File: src/design/gnbm_pkg.sv
`timescale 1ns / 1ps
package gnbm_pkg;

	// Fixed-point precision of the logarithm and square root.
	localparam int FRAC_BITS = 28;

	// Uniform generator.
	localparam int LCG_W = 31;
	localparam logic [LCG_W-1:0] LCG_MOD = 31'h7FFF_FFFF;
	localparam logic [14:0] LCG_MUL = 15'd16807;

	// Widths that follow from the precision.
	localparam int LOGK_W = 5;
	localparam int LOG_W = LOGK_W + FRAC_BITS;
	localparam int W_W = LOG_W + 1;
	localparam int ROOT_W = (W_W + FRAC_BITS + 1) / 2;
	localparam int RAD_W = 2 * ROOT_W;
	localparam int REM_W = ROOT_W + 3;
	localparam int CNT_W = $clog2(ROOT_W + 1);
	localparam int PROD_W = ROOT_W + 31;
	localparam int IP_W = PROD_W - FRAC_BITS;
	localparam int TOT_W = IP_W + 2;

	// Cosine series.
	localparam int TERMS = 13;
	localparam int TERM_IDX_W = 4;
	localparam logic [64:0] TWO64 = 65'd1 << 64;
	localparam logic [63:0] TWO_LN2_Q63 = 64'hB172_17F7_D1CF_79AB;
	localparam logic [63:0] TWO_PI_Q60 = 64'h6487_ED51_10B4_611A;
	localparam logic [63:0] ONE_Q60 = 64'h1000_0000_0000_0000;

	// Divisors (2k-1)(2k) of the series terms and their reciprocals in Q64.
	localparam logic [63:0] DIV_TAB [TERMS] = '{
		64'd2, 64'd12, 64'd30, 64'd56, 64'd90, 64'd132, 64'd182,
		64'd240, 64'd306, 64'd380, 64'd462, 64'd552, 64'd650
	};
	localparam logic [63:0] RECIP_TAB [TERMS] = '{
		64'(TWO64 / 65'd2), 64'(TWO64 / 65'd12), 64'(TWO64 / 65'd30),
		64'(TWO64 / 65'd56), 64'(TWO64 / 65'd90), 64'(TWO64 / 65'd132),
		64'(TWO64 / 65'd182), 64'(TWO64 / 65'd240), 64'(TWO64 / 65'd306),
		64'(TWO64 / 65'd380), 64'(TWO64 / 65'd462), 64'(TWO64 / 65'd552),
		64'(TWO64 / 65'd650)
	};

	// Configuration port.
	localparam int CFG_IDX_W = 4;
	localparam logic [CFG_IDX_W-1:0] REG_STD_DEV = 4'd0;
	localparam logic [CFG_IDX_W-1:0] REG_MEAN = 4'd1;

	typedef enum logic {
		ITEM_DRAW = 1'b0,
		ITEM_SEED = 1'b1
	} item_op_t;

	typedef enum logic [4:0] {
		ST_IDLE, ST_LCG1, ST_LCG2, ST_LOG_INIT, ST_LOG_MUL, ST_LOG_WAIT, ST_LOG_SAVE,
		ST_W_MUL, ST_W_WAIT, ST_SQ_STEP, ST_PHI_MUL, ST_PHI_WAIT, ST_PHI2_MUL,
		ST_PHI2_WAIT, ST_T_MUL, ST_T_WAIT, ST_R_MUL, ST_R_WAIT, ST_Q_MUL, ST_Q_WAIT,
		ST_CORR, ST_CLAMP, ST_G_MUL, ST_G_WAIT, ST_P_MUL, ST_P_WAIT, ST_OUT
	} ctrl_state_t;

	typedef enum logic [4:0] {
		OP_NONE, OP_SEED, OP_LCG1, OP_LCG2, OP_LOG_INIT, OP_LOG_UPD, OP_LOG_SAVE_M,
		OP_D, OP_W, OP_SQ_STEP, OP_PHI, OP_PHI2, OP_X, OP_Q, OP_REM, OP_CORR,
		OP_TERM, OP_CLAMP, OP_G, OP_P, OP_OUT
	} dp_op_t;

	typedef enum logic [3:0] {
		MS_LOG, MS_W, MS_PHI, MS_PHI2, MS_T, MS_R, MS_Q, MS_G, MS_P
	} mul_sel_t;

	typedef struct packed {
		dp_op_t op;
		logic mul_go;
		mul_sel_t msel;
		logic sel_u;
		logic [TERM_IDX_W-1:0] term;
	} dp_cmd_t;

	typedef struct packed {
		logic mul_done;
		logic corr_needed;
		logic out_full;
	} dp_stat_t;

endpackage

File: src/design/gnbm_ctrl.sv
`timescale 1ns / 1ps
module gnbm_ctrl import gnbm_pkg::*; (
	input  logic     clk,
	input  logic     arst_n,
	input  logic     in_valid,
	input  logic     in_operation,
	output logic     in_ready,
	input  dp_stat_t stat,
	output dp_cmd_t  cmd
);

	ctrl_state_t state_q;
	ctrl_state_t state_d;
	logic [CNT_W-1:0] cnt_q;
	logic [CNT_W-1:0] cnt_d;
	logic pass_q;
	logic pass_d;

	// State register.
	always_ff @(posedge clk or negedge arst_n) begin
		if (!arst_n) begin
			state_q <= ST_IDLE;
			cnt_q <= '0;
			pass_q <= 1'b0;
		end else begin
			state_q <= state_d;
			cnt_q <= cnt_d;
			pass_q <= pass_d;
		end
	end

	// Next state and datapath commands.
	always_comb begin
		state_d = state_q;
		cnt_d = cnt_q;
		pass_d = pass_q;
		in_ready = 1'b0;
		cmd.op = OP_NONE;
		cmd.mul_go = 1'b0;
		cmd.msel = MS_LOG;
		cmd.sel_u = pass_q;
		cmd.term = cnt_q[TERM_IDX_W-1:0];
		unique case (state_q)
			ST_IDLE: begin
				in_ready = 1'b1;
				if (in_valid) begin
					if (item_op_t'(in_operation) == ITEM_SEED) begin
						cmd.op = OP_SEED;
					end else begin
						state_d = ST_LCG1;
					end
				end
			end
			ST_LCG1: begin
				cmd.op = OP_LCG1;
				state_d = ST_LCG2;
			end
			ST_LCG2: begin
				cmd.op = OP_LCG2;
				pass_d = 1'b0;
				state_d = ST_LOG_INIT;
			end
			ST_LOG_INIT: begin
				cmd.op = OP_LOG_INIT;
				cnt_d = '0;
				state_d = ST_LOG_MUL;
			end
			ST_LOG_MUL: begin
				cmd.mul_go = 1'b1;
				cmd.msel = MS_LOG;
				state_d = ST_LOG_WAIT;
			end
			ST_LOG_WAIT: begin
				if (stat.mul_done) begin
					cmd.op = OP_LOG_UPD;
					if (cnt_q == CNT_W'(FRAC_BITS - 1)) begin
						cnt_d = '0;
						state_d = ST_LOG_SAVE;
					end else begin
						cnt_d = cnt_q + 1'b1;
						state_d = ST_LOG_MUL;
					end
				end
			end
			ST_LOG_SAVE: begin
				if (!pass_q) begin
					cmd.op = OP_LOG_SAVE_M;
					pass_d = 1'b1;
					state_d = ST_LOG_INIT;
				end else begin
					cmd.op = OP_D;
					state_d = ST_W_MUL;
				end
			end
			ST_W_MUL: begin
				cmd.mul_go = 1'b1;
				cmd.msel = MS_W;
				state_d = ST_W_WAIT;
			end
			ST_W_WAIT: begin
				if (stat.mul_done) begin
					cmd.op = OP_W;
					cnt_d = '0;
					state_d = ST_SQ_STEP;
				end
			end
			ST_SQ_STEP: begin
				cmd.op = OP_SQ_STEP;
				if (cnt_q == CNT_W'(ROOT_W - 1)) begin
					cnt_d = '0;
					state_d = ST_PHI_MUL;
				end else begin
					cnt_d = cnt_q + 1'b1;
				end
			end
			ST_PHI_MUL: begin
				cmd.mul_go = 1'b1;
				cmd.msel = MS_PHI;
				state_d = ST_PHI_WAIT;
			end
			ST_PHI_WAIT: begin
				if (stat.mul_done) begin
					cmd.op = OP_PHI;
					state_d = ST_PHI2_MUL;
				end
			end
			ST_PHI2_MUL: begin
				cmd.mul_go = 1'b1;
				cmd.msel = MS_PHI2;
				state_d = ST_PHI2_WAIT;
			end
			ST_PHI2_WAIT: begin
				if (stat.mul_done) begin
					cmd.op = OP_PHI2;
					cnt_d = '0;
					state_d = ST_T_MUL;
				end
			end
			ST_T_MUL: begin
				cmd.mul_go = 1'b1;
				cmd.msel = MS_T;
				state_d = ST_T_WAIT;
			end
			ST_T_WAIT: begin
				if (stat.mul_done) begin
					cmd.op = OP_X;
					state_d = ST_R_MUL;
				end
			end
			ST_R_MUL: begin
				cmd.mul_go = 1'b1;
				cmd.msel = MS_R;
				state_d = ST_R_WAIT;
			end
			ST_R_WAIT: begin
				if (stat.mul_done) begin
					cmd.op = OP_Q;
					state_d = ST_Q_MUL;
				end
			end
			ST_Q_MUL: begin
				cmd.mul_go = 1'b1;
				cmd.msel = MS_Q;
				state_d = ST_Q_WAIT;
			end
			ST_Q_WAIT: begin
				if (stat.mul_done) begin
					cmd.op = OP_REM;
					state_d = ST_CORR;
				end
			end
			ST_CORR: begin
				// The reciprocal quotient may fall short by a few units.
				if (stat.corr_needed) begin
					cmd.op = OP_CORR;
				end else begin
					cmd.op = OP_TERM;
					if (cnt_q == CNT_W'(TERMS - 1)) begin
						cnt_d = '0;
						state_d = ST_CLAMP;
					end else begin
						cnt_d = cnt_q + 1'b1;
						state_d = ST_T_MUL;
					end
				end
			end
			ST_CLAMP: begin
				cmd.op = OP_CLAMP;
				state_d = ST_G_MUL;
			end
			ST_G_MUL: begin
				cmd.mul_go = 1'b1;
				cmd.msel = MS_G;
				state_d = ST_G_WAIT;
			end
			ST_G_WAIT: begin
				if (stat.mul_done) begin
					cmd.op = OP_G;
					state_d = ST_P_MUL;
				end
			end
			ST_P_MUL: begin
				cmd.mul_go = 1'b1;
				cmd.msel = MS_P;
				state_d = ST_P_WAIT;
			end
			ST_P_WAIT: begin
				if (stat.mul_done) begin
					cmd.op = OP_P;
					state_d = ST_OUT;
				end
			end
			ST_OUT: begin
				if (!stat.out_full) begin
					cmd.op = OP_OUT;
					state_d = ST_IDLE;
				end
			end
			default: begin
				state_d = ST_IDLE;
			end
		endcase
	end

endmodule

File: config.mk
export PLATFORM = sky130hd
export DESIGN_NAME = gnbm_ctrl
export DESIGN_NICKNAME = d
export VERILOG_FILES = /design/src/design/gnbm_pkg.sv /design/src/design/gnbm_ctrl.sv
export SDC_FILE = /design/constraint.sdc
export NUM_CORES = 1
export LEC_CHECK = 0
export ABC_CLOCK_PERIOD_IN_PS = 2000
export BUFFER_PORTS_ARGS = -buffer_cell sky130_fd_sc_hd__buf_2
export CAP_MARGIN = 20
export CORE_AREA = 2 2 56 58
export CTS_CLUSTER_DIAMETER = 200
export DETAILED_ROUTE_END_ITERATION = 16
export DIE_AREA = 0 0 58 60
export GPL_TIMING_DRIVEN = 0
export PLACE_DENSITY_LB_ADDON = 0.12
export SLEW_MARGIN = 40
export SYNTH_ARGS = -nofsm -noshare
export SYNTH_HDL_FRONTEND = slang
export SYNTH_SLANG_ARGS = --single-unit
File: constraint.sdc
create_clock -name clk -period 2 [get_ports clk]
set_input_delay 0.1 -clock clk [delete_from_list [all_inputs] [get_ports clk]]
set_output_delay 0.1 -clock clk [all_outputs]
set_load 0.01 [all_outputs]
# After elaboration in Yosys (flattened, before gate mapping)
# Index checks and enable logic that the tools add are counted.
[totals]
mem_bits_rw = 0
latchBits = 0
reg_bits = 11
mem_bits_ro = 0
mem_count = 0
[classes]
n_mul = 0
n_div = 0
reduce_logical = 6
bitwise_logic = 0
magnitude_cmp = 0
n_eq_ne = 44
n_shift = 0
add_sub_neg = 1
muxes = 43
[ops]
columns = ["op", "n"]
rows = [
  ["case mux 5 bit (27 select lines)", 1],
  ["two-way mux 5 bit", 25],
  ["case mux 5 bit (18 select lines)", 1],
  ["== test 5 bit (second input constant)", 13],
  ["== test 5 x 4 -> 1 bit (second input constant)", 9],
  ["case mux 5 bit (9 select lines)", 1],
  ["!= test 2 bit (second input constant)", 14],
  ["case mux 5 bit (5 select lines)", 1],
  ["two-way mux 4 bit", 6],
  ["== test 5 x 3 -> 1 bit (second input constant)", 4],
  ["AND reduction 14 bit", 1],
  ["== test 5 x 2 -> 1 bit (second input constant)", 2],
  ["two-way mux 3 bit", 2],
  ["adder 5 x 1 -> 5 bit (second input constant)", 1],
  ["== test 5 x 1 -> 1 bit (second input constant)", 1],
  ["zero test 5 bit", 1],
  ["nonzero test 5 bit", 1],
  ["two-way mux 1 bit", 4],
  ["AND reduction 4 bit", 1],
  ["two-way mux 2 bit", 1],
  ["!= test 2 x 1 -> 1 bit (second input constant)", 1],
  ["case mux 1 bit (2 select lines)", 1],
  ["nonzero test 2 bit", 1],
  ["OR reduction 2 bit", 1],
]

# Longest topological paths before layout
# Gate-level depths: netlist of run 1.
[logic_depth]
word_depth = 4
depth_mapped = 7
ltp_nobuf = 7

# Worst setup path before layout of run 1
# OpenSTA, ideal clock, no wires.
[synth_path]
kind = "flip-flop to flip-flop"
start = "register state_q[2]"
end = "register state_q[2]"
stages_incl_launch_ff = 7
setup_slack_ns = 0.203
t_arrival_ns = 1.672
required_time_ns = 1.875
cell_sequence = "dfrtp_1 > buf_6 > nor2b_2 > nand3_1 > a31oi_1 > nor4_4 > mux2_2"
[synth_via]
elab_chain_cells = 3
elab_cells_between_ends = 43
cone_classes = "40 x eq/ne; 1 x mux; 2 x reduce/logical"
[synth_rtl]
columns = ["element", "line", "source"]
rows = [
  ["start, declared", "gnbm_ctrl.sv:12", "ctrl_state_t state_q;"],
  ["start signal, assigned", "gnbm_ctrl.sv:26", "state_q <= state_d;"],
  ["== test 5 x 4 -> 1 bit (tied with other cells)", "gnbm_ctrl.sv:43", "unique case (state_q)"],
  ["!= test 2 bit (no source line)", "--", ""],
  ["AND reduction 14 bit (no source line)", "--", ""],
]
# Parallel ways exist; a longest one is shown, timed or not.
# A chain may end at the register's enable or synchronous reset.

# Worst setup path in the final report of run 1
[layout_path]
start = "register cnt_q[0]"
end = "register state_q[3]"
[layout_via]
elab_chain_cells = 4
elab_cells_between_ends = 7
cone_classes = "3 x eq/ne; 3 x mux; 1 x reduce/logical"
[layout_rtl]
columns = ["element", "line", "source"]
rows = [
  ["start, declared", "gnbm_ctrl.sv:14", "logic [CNT_W-1:0] cnt_q;"],
  ["start signal, assigned", "gnbm_ctrl.sv:27", "cnt_q <= cnt_d;"],
  ["== test 5 x 4 -> 1 bit", "gnbm_ctrl.sv:178", "if (cnt_q == CNT_W'(TERMS - 1)) begin"],
  ["two-way mux 5 bit", "gnbm_ctrl.sv:178", ""],
  ["two-way mux 5 bit", "gnbm_ctrl.sv:174", "if (stat.corr_needed) begin"],
  ["case mux 5 bit (27 select lines)", "gnbm_ctrl.sv:43", ""],
]
# Parallel ways exist; a longest one is shown, timed or not. The select of a mux whose other input is x is not followed.

==> reports/metrics.csv, run 1 <==
metric;value;unit
outcome;finished clean;
HPWL after DPL;3060;µm
commonest non-fill, non-tap cell in the layout;buf_2;
drt first pass iters;4;
CTS Buffer Depth;2;
most frequent cells in the layout;buf_2 (23), buf_4 (15), nand2_1 (15), o21ai_0 (15), a21oi_1 (15);
n_diodes;0;
Die X;58;µm
Yosys reg bits;11;
CP Max Fanout;5;
worst-skew pair later-pin latency;0.27;ns
port buffer count;22;
Die Ht;60;µm
Remaining DRCs;0;
1st-iter DRT viols;135;
Pleak;0.767;nW
antenna violation net count after detailed routing;0;
fin nets;229;
CP endpoint kind;flip-flop;
CP Cell Sequence;inv_1, ha_1, nand4_1, nand3_1, a211oi_2, nor4_4, mux2_2;
worst vdd ir;731;µV
Max Slew Vio Count;0;
via count;1563;
Syn Std Cell Area;1360;µm²
Sequential Area;277;µm²
clock skew;0.00173;ns
Placer Congestion;0.922;
fin crit share;96.7;%
startpoint types;flip-flop;
clock sink count;11;
sequential share of the synthesized area;20.2;%
final hold viol count;0;
# setup viols final;0;
Num CTS Buffers;3;
Syn Inst Count;186;
FILL cells;283;
multi-input logic area;995;µm²
Vias per Instance;6.23;
Final min period;1.93;ns
Critical Path RT;2.15;ns
Rel. slew slack;65.2;%
critical path class;flip-flop to flip-flop;
I/O pin cnt;23;
WL/cell;16.6;µm
GR Overflow Total;0;
CP max-delay cell;dfrtp_2;
Worst-Margin Slew;0.517;ns
Critical Path Max Stage Delay;0.43;ns
CP delay by family, top;simple AND/OR/NAND/NOR gates;
Highest Clock Rate;0.517;GHz
Setup WS pre-CTS;0.0364;ns
worst hold path class;primary input to async pin;
DIE AREA;3480;µm²
H-tree depth;1;
Syn Nets;196;
EDFF count, synth;0;
vias in the first global route;1404;
PwrDens;740;nW/µm²
worst path buffer plus inverter count;1;
RSZ-0062 raised after global routing;yes;
area grow syn2layout;26.2;%
Main synth FF type;dfrtp_1;
Initial Utilization;47.0;%
Tot Pwr;1.27;mW
ys async rst share;100;%
Core Box Area;2900;µm²
share of cells above drive strength 1;34.9;%
Worst R2R Setup Slack;0.07;ns
pin count of the biggest net entering global routing;12;
CP Data Arrival Time;2.09;ns
CTS tree;yes;
post-synthesis cell type count;48;
first-pass GRT wire length;6600;µm
maxcap violations;0;
Worst-path clk slew;0.07;ns
root buffer cell;clkbuf_4;
Total Routing Usage GR;24.6;%
Synth Warn #;0;
num rows;20;
Syn Area/Cell;7.33;µm²
initial antenna violation count;0;
Routed Wire Length;4180;µm
fin worst setup slack;0.0654;ns
==> cell families (layout without fill, tap and decap cells) <==
family                   count (synthesis)  after routing  share of synthesized area (%)
AND/OR/NAND/NOR                         71             71                           28.0
AO/OA/AOI/OAI                           59             59                           28.3
buffers and inverters                   31             63                           12.8
flip-flops                              11             11                           20.2
multiplexers                             7              7                           5.50
XOR/XNOR                                 4              4                           2.57
adder cells (fa/ha/maj)                  3              3                           2.75
==> area by class of cell <==
class                   count  share of cell area (%)
inverters                  11                    3.05
multi-input cells         144                    57.8
clock inverters             1                   0.291
plain buffers              20                    9.96
clock buffers               3                    1.31
repair buffers             28                    9.16
well taps                  33                    2.40
flip-flops and latches     11                    16.1
==> metal layers <==
layer	vias to the layer above	global-route usage, %	part of all wire (%)
met5	-	0	0
met4	0	11.3	2.1
met2	67	42.5	51
met1	734	30.9	42
met3	16	2.38	5.2
li1	746	-	-
==> cells in the mapped netlist (4+ instances only) <==
library cell   n  area [µm²]
buf_2          4        20.0
nand2b_1       4        25.0
clkbuf_1       4        15.0
nor3_1         6        30.0
nand3_1       13        65.1
dfrtp_1       11         275
xnor2_1        4        35.0
nand2_1       15        56.3
inv_1          9        33.8
o21ai_0       16        80.1
nor2_1        15        56.3
a21oi_1       15        75.1
mux2_2         4        45.0
buf_6          4        45.0
buf_4          6        45.0
==> worst paths after layout <==
path | startpoint | endpoint | cells after the start
setup / recovery | cnt_q[0] | state_q[3] | 7
hold / removal | arst_n | state_q[2] | 2
setup reg to reg | cnt_q[0] | state_q[3] | 7
hold reg to reg | pass_q | pass_q | 1
max in group asynchronous | arst_n | cnt_q[0] | 2
min in group clk | stat[1] | cnt_q[0] | 5
==> registers in the layout (all words and copies together) (netlist names) <==
name	count
state_q	5
cnt_q	5
pass_q	1
==> power by group <==
group,switching [mW],internal (mW)
registers,0.0599,0.269
clock network,0.0746,0.0740
logic,0.443,0.355
total,0.577,0.698
==> per-stage QoR <==
stage                     std cells  cell area (µm²)  util [%]  hold WS (ns)  setup TNS (ns)
after floorplan                 186             1360         -        -0.196               0
after global placement          241             1520      52.2       -0.0208               0
after detailed placement        241             1520      52.2       -0.0191               0
after CTS                       246             1570      53.9         0.217               0
after global routing            251             1720      59.3         0.237         -0.0660
final                           251             1720      59.3         0.214               0
==> timing repair <==
item	CTS	global route
buffers inserted	0	5
endpoints found under the hold margin	11	0
endpoints found under the setup margin	6	10
resized for setup	7	43
pin swaps	0	3
hold buffers	1	0
No activity file was read; power rests on OpenSTA's default activity.
==> run 2: changes to the inputs <==
--- a/config.mk
+++ b/config.mk
@@ -14,6 +14,7 @@
 export DIE_AREA = 0 0 58 60
 export GPL_TIMING_DRIVEN = 0
 export PLACE_DENSITY_LB_ADDON = 0.12
+export RECOVER_POWER = 25
 export SLEW_MARGIN = 40
 export SYNTH_ARGS = -nofsm -noshare
 export SYNTH_HDL_FRONTEND = slang
==> reports/metrics.csv, run 2 (same netlist as run 1, synthesis figures left out) <==
metric;value;unit
outcome;finished clean;
Worst-Margin Slew;0.589;ns
num rows;20;
met1 wire length;1750;µm
initial antenna violation count;0;
fin crit share;96.7;%
n_diodes;0;
CTS tree;yes;
Remaining DRCs;0;
Die X;58;µm
CTS Buffer Depth;2;
GR Overflow Total;0;
commonest non-fill, non-tap cell in the layout;buf_2;
clock sink count;11;
fin worst setup slack;0.0654;ns
most frequent cells in the layout;buf_2 (22), buf_4 (15), nand2_1 (15), o21ai_0 (15), a21oi_1 (15);
Total Routing Usage GR;24.6;%
WL/cell;16.6;µm
fin nets;229;
Sw Share;45.3;%
Pleak;0.765;nW
share of cells above drive strength 1;34.4;%
Final min period;1.93;ns
CP Data Arrival Time;2.09;ns
Psw;0.577;mW
DIE AREA;3480;µm²
critical path class;flip-flop to flip-flop;
Vias per Instance;6.23;
Core Box Area;2900;µm²
Worst-path clk slew;0.07;ns
via count;1563;
register share of total power;25.8;%
top routing layer used;met4;
final hold viol count;0;
HPWL after DPL;3060;µm
worst-skew pair later-pin latency;0.27;ns
1st-iter DRT viols;135;
Setup WS pre-CTS;0.0364;ns
Placer Congestion;0.922;
pin count of the biggest net entering global routing;12;
# setup viols final;0;
H-tree depth;1;
Logic pwr share;62.6;%
PwrDens;741;nW/µm²
Clk network pwr share;11.7;%
met3 wire len;218;µm
first-pass GRT wire length;6600;µm
root buffer cell;clkbuf_4;
Initial Utilization;47.0;%
maxcap violations;0;
Critical Path RT;2.15;ns
area grow syn2layout;26.1;%
antenna violation net count after detailed routing;0;
Rel. slew slack;60.7;%
registers with the most flip-flops;cnt_q (5), state_q (5), pass_q (1);
Highest Clock Rate;0.517;GHz
startpoint types;flip-flop;
Max Slew Vio Count;0;
routed length on met2;2110;µm
final setup TNS;0;ns
CP Max Fanout;5;
Hold WS;0.335;ns
vias in the first global route;1404;
worst hold path class;primary input to async pin;
RSZ-0062 raised after global routing;yes;
Die Ht;60;µm
Internal;0.697;mW
I/O pin cnt;23;
clock skew;0.00173;ns
CP endpoint kind;flip-flop;
worst vdd ir;731;µV
port buffer count;22;
Num CTS Buffers;3;
drt first pass iters;4;
Routed Wire Length;4180;µm
-- run 2: worst max-delay path: stages (launching register included) --
cell,delay [ns]
dfrtp_2,0.43
inv_1,0.08
ha_1,0.15
nand4_1,0.15
nand3_1,0.13
a211oi_2,0.09
nor4_4,0.39
mux2_2,0.39
-- run 2: final timing paths --
check                           cells past startpoint  slack [ns]      from          to
worst max-delay path                                7        0.07  cnt_q[0]  state_q[3]
worst min-delay path                                2        0.33    arst_n  state_q[2]
worst max register to register                      7        0.07  cnt_q[0]  state_q[3]
worst min register to register                      1        0.58    pass_q      pass_q
max in group asynchronous                           2        1.25    arst_n    cnt_q[0]
min in group clk                                    5        0.47   stat[1]    cnt_q[0]
-- run 2: what timing repair did --
item	4_1_cts	5_1_grt
hold buffers	1	0
pin swaps	0	3
gates cloned	0	0
buffers inserted	0	5
hold endpoints to repair	11	0
setup endpoints to repair	6	10
gates resized for setup	7	43
-- run 2: area by class of cell --
cell class,instances,area [µm²]
Clock buffer,3,22.5
Timing Repair Buffer,28,156
Clock inverter,1,5.00
Sequential cell,11,277
Inverter,11,52.6
Multi-Input combinational cell,144,995
Buffer,20,171
Fill cell,284,1180
Tap cell,33,41.3
-- run 2: power by group through the flow --
| stage | combinational [mW] | clock [mW] | sequential [mW] |
|---|---|---|---|
| CTS | 0.688 | 0.156 | 0.329 |
| floorplan | 0.512 | 0 | 0.315 |
| finish | 0.798 | 0.149 | 0.328 |
| global route | 0.863 | 0.171 | 0.339 |
| global placement | 0.676 | 0 | 0.328 |
| detailed placement | 0.681 | 0 | 0.332 |
-- run 2: through the flow --
stage          utilization (%)  power (mW)  cell area [µm²]  std cells
2_1_floorplan                -       0.828             1360        186
3_3_place_gp              52.2        1.00             1520        241
3_5_place_dp              52.2        1.01             1520        241
4_1_cts                   53.9        1.17             1570        246
5_1_grt                   59.3        1.37             1720        251
6_report                  59.3        1.27             1720        251
-- run 2: routing by layer --
layer  vias to the layer above  track usage [%]
met4                         0             11.3
met3                        16             2.38
met5                         -                0
met1                       734             30.9
met2                        67             42.5
li1                        746                -
==> run 3: changes to the inputs <==
--- a/config.mk
+++ b/config.mk
@@ -12,9 +12,11 @@
 export CTS_CLUSTER_DIAMETER = 200
 export DETAILED_ROUTE_END_ITERATION = 16
 export DIE_AREA = 0 0 58 60
+export GPL_ROUTABILITY_DRIVEN = 0
 export GPL_TIMING_DRIVEN = 0
 export PLACE_DENSITY_LB_ADDON = 0.12
-export RECOVER_POWER = 25
+export RECOVER_POWER = 50
+export SETUP_SLACK_MARGIN = 0.02
 export SLEW_MARGIN = 40
 export SYNTH_ARGS = -nofsm -noshare
 export SYNTH_HDL_FRONTEND = slang
==> reports/metrics.csv, run 3 (same netlist as run 1, synthesis figures left out) <==
metric;value;unit
outcome;finished clean;
FILL cells;276;
CP endpoint kind;output port;
vias in the first global route;1482;
antenna violation net count after detailed routing;0;
port buffer count;22;
Initial Utilization;47.0;%
startpoint types;flip-flop;
fin util;59.5;%
final hold viol count;0;
CTS tree;yes;
Final min period;1.93;ns
# setup viols final;0;
DIE AREA;3480;µm²
root buffer cell;clkbuf_4;
initial antenna violation count;0;
clock skew;0.00203;ns
Highest Clock Rate;0.519;GHz
H-tree depth;1;
area grow syn2layout;26.7;%
most frequent cells in the layout;buf_2 (20), nand2_1 (15), a21oi_1 (15), o21ai_0 (14);
registers with the most flip-flops;cnt_q (5), state_q (5), pass_q (1);
CTS Buffer Depth;2;
clock sink count;11;
Rel. slew slack;59.5;%
HPWL after DPL;2990;µm
Vias per Instance;6.29;
num rows;20;
Critical Path RT;1.90;ns
worst reg2reg path depth;6;
drt first pass iters;6;
share of cells above drive strength 1;34.4;%
final setup TNS;0;ns
worst vdd ir;533;µV
Worst-Margin Slew;0.607;ns
GR Overflow Total;0;
fin crit share;96.4;%
via count;1579;
fin area;1730;µm²
critical path class;flip-flop to output port;
RSZ-0062 raised after global routing;yes;
Worst-path clk slew;0.07;ns
multi-input logic area;1000;µm²
I/O pin cnt;23;
Pleak;0.752;nW
CP Data Arrival Time;1.83;ns
pin count of the biggest net entering global routing;12;
fin worst setup slack;0.0729;ns
1st-iter DRT viols;130;
worst hold path class;primary input to async pin;
maxcap violations;0;
Routed Wire Length;4270;µm
Total Routing Usage GR;24.6;%
worst-skew pair later-pin latency;0.27;ns
Die Ht;60;µm
WL/cell;17.0;µm
Max Slew Vio Count;0;
CP Max Fanout;10;
first-pass GRT wire length;6670;µm
Die X;58;µm
fin nets;229;
Num CTS Buffers;3;
n_diodes;0;
Setup WS pre-CTS;0.00124;ns
PwrDens;742;nW/µm²
Area after DPL;1520;µm²
Sequential Area;277;µm²
Core Box Area;2900;µm²
commonest non-fill, non-tap cell in the layout;buf_2;
Hold WS;0.350;ns
Remaining DRCs;0;
[run 3: per-stage QoR]
stage,power (mW),cells
3_5_place_dp,1.01,241
2_1_floorplan,0.828,186
4_1_cts,1.17,247
3_3_place_gp,0.996,241
5_1_grt,1.39,251
6_report,1.28,251
[run 3: what timing repair did]
item,4_1_cts,5_1_grt
buffers inserted,1,4
endpoints found under the hold margin,11,0
cloned,0,0
setup endpoints to repair,9,14
pin swaps,1,3
hold buffers,1,0
resized for setup,9,43
[run 3: report_power, final]
part	leakage [nW]	internal, mW	switching (mW)
Clock	0.0177	0.0741	0.0745
Sequential	0.142	0.269	0.0591
Combinational	0.592	0.353	0.453
Total	0.752	0.696	0.587
[run 3: layout make-up]
| class | count | share of cell area (%) |
|---|---|---|
| buffer | 20 | 9.92 |
| clock buffer | 3 | 1.30 |
| clock inverter | 1 | 0.290 |
| inverter | 11 | 3.04 |
| multi-input combinational | 144 | 58.1 |
| sequential | 11 | 16.0 |
| tap | 33 | 2.39 |
| timing repair buffer | 28 | 8.91 |
[run 3: path summary, 6_finish.rpt]
path                            slack [ns]  startpoint         end
worst max register to register        0.11  state_q[4]  state_q[3]
min in group clk                      0.50     stat[1]    cnt_q[0]
worst min-delay path                  0.35      arst_n    cnt_q[3]
max in group asynchronous             1.22      arst_n    cnt_q[0]
worst max-delay path                  0.07  state_q[4]     cmd[10]
worst min register to register        0.53    cnt_q[0]    cnt_q[0]
[run 3: per-layer routing]
layer	routed length [µm]	global-route usage, %	part of all wire (%)
met3	284	2.38	6.7
met4	116	16.3	2.7
met5	0	0	0
met2	2120	41.1	50
met1	1740	30.2	41
[run 3: critical path, stage by stage, from the launching register on]
cell and delay, ns:
dfrtp_1 0.35, buf_2 0.17, buf_4 0.20, buf_4 0.19
a32oi_1 0.15, o21ai_0 0.11, a211o_1 0.24, buf_2 0.14
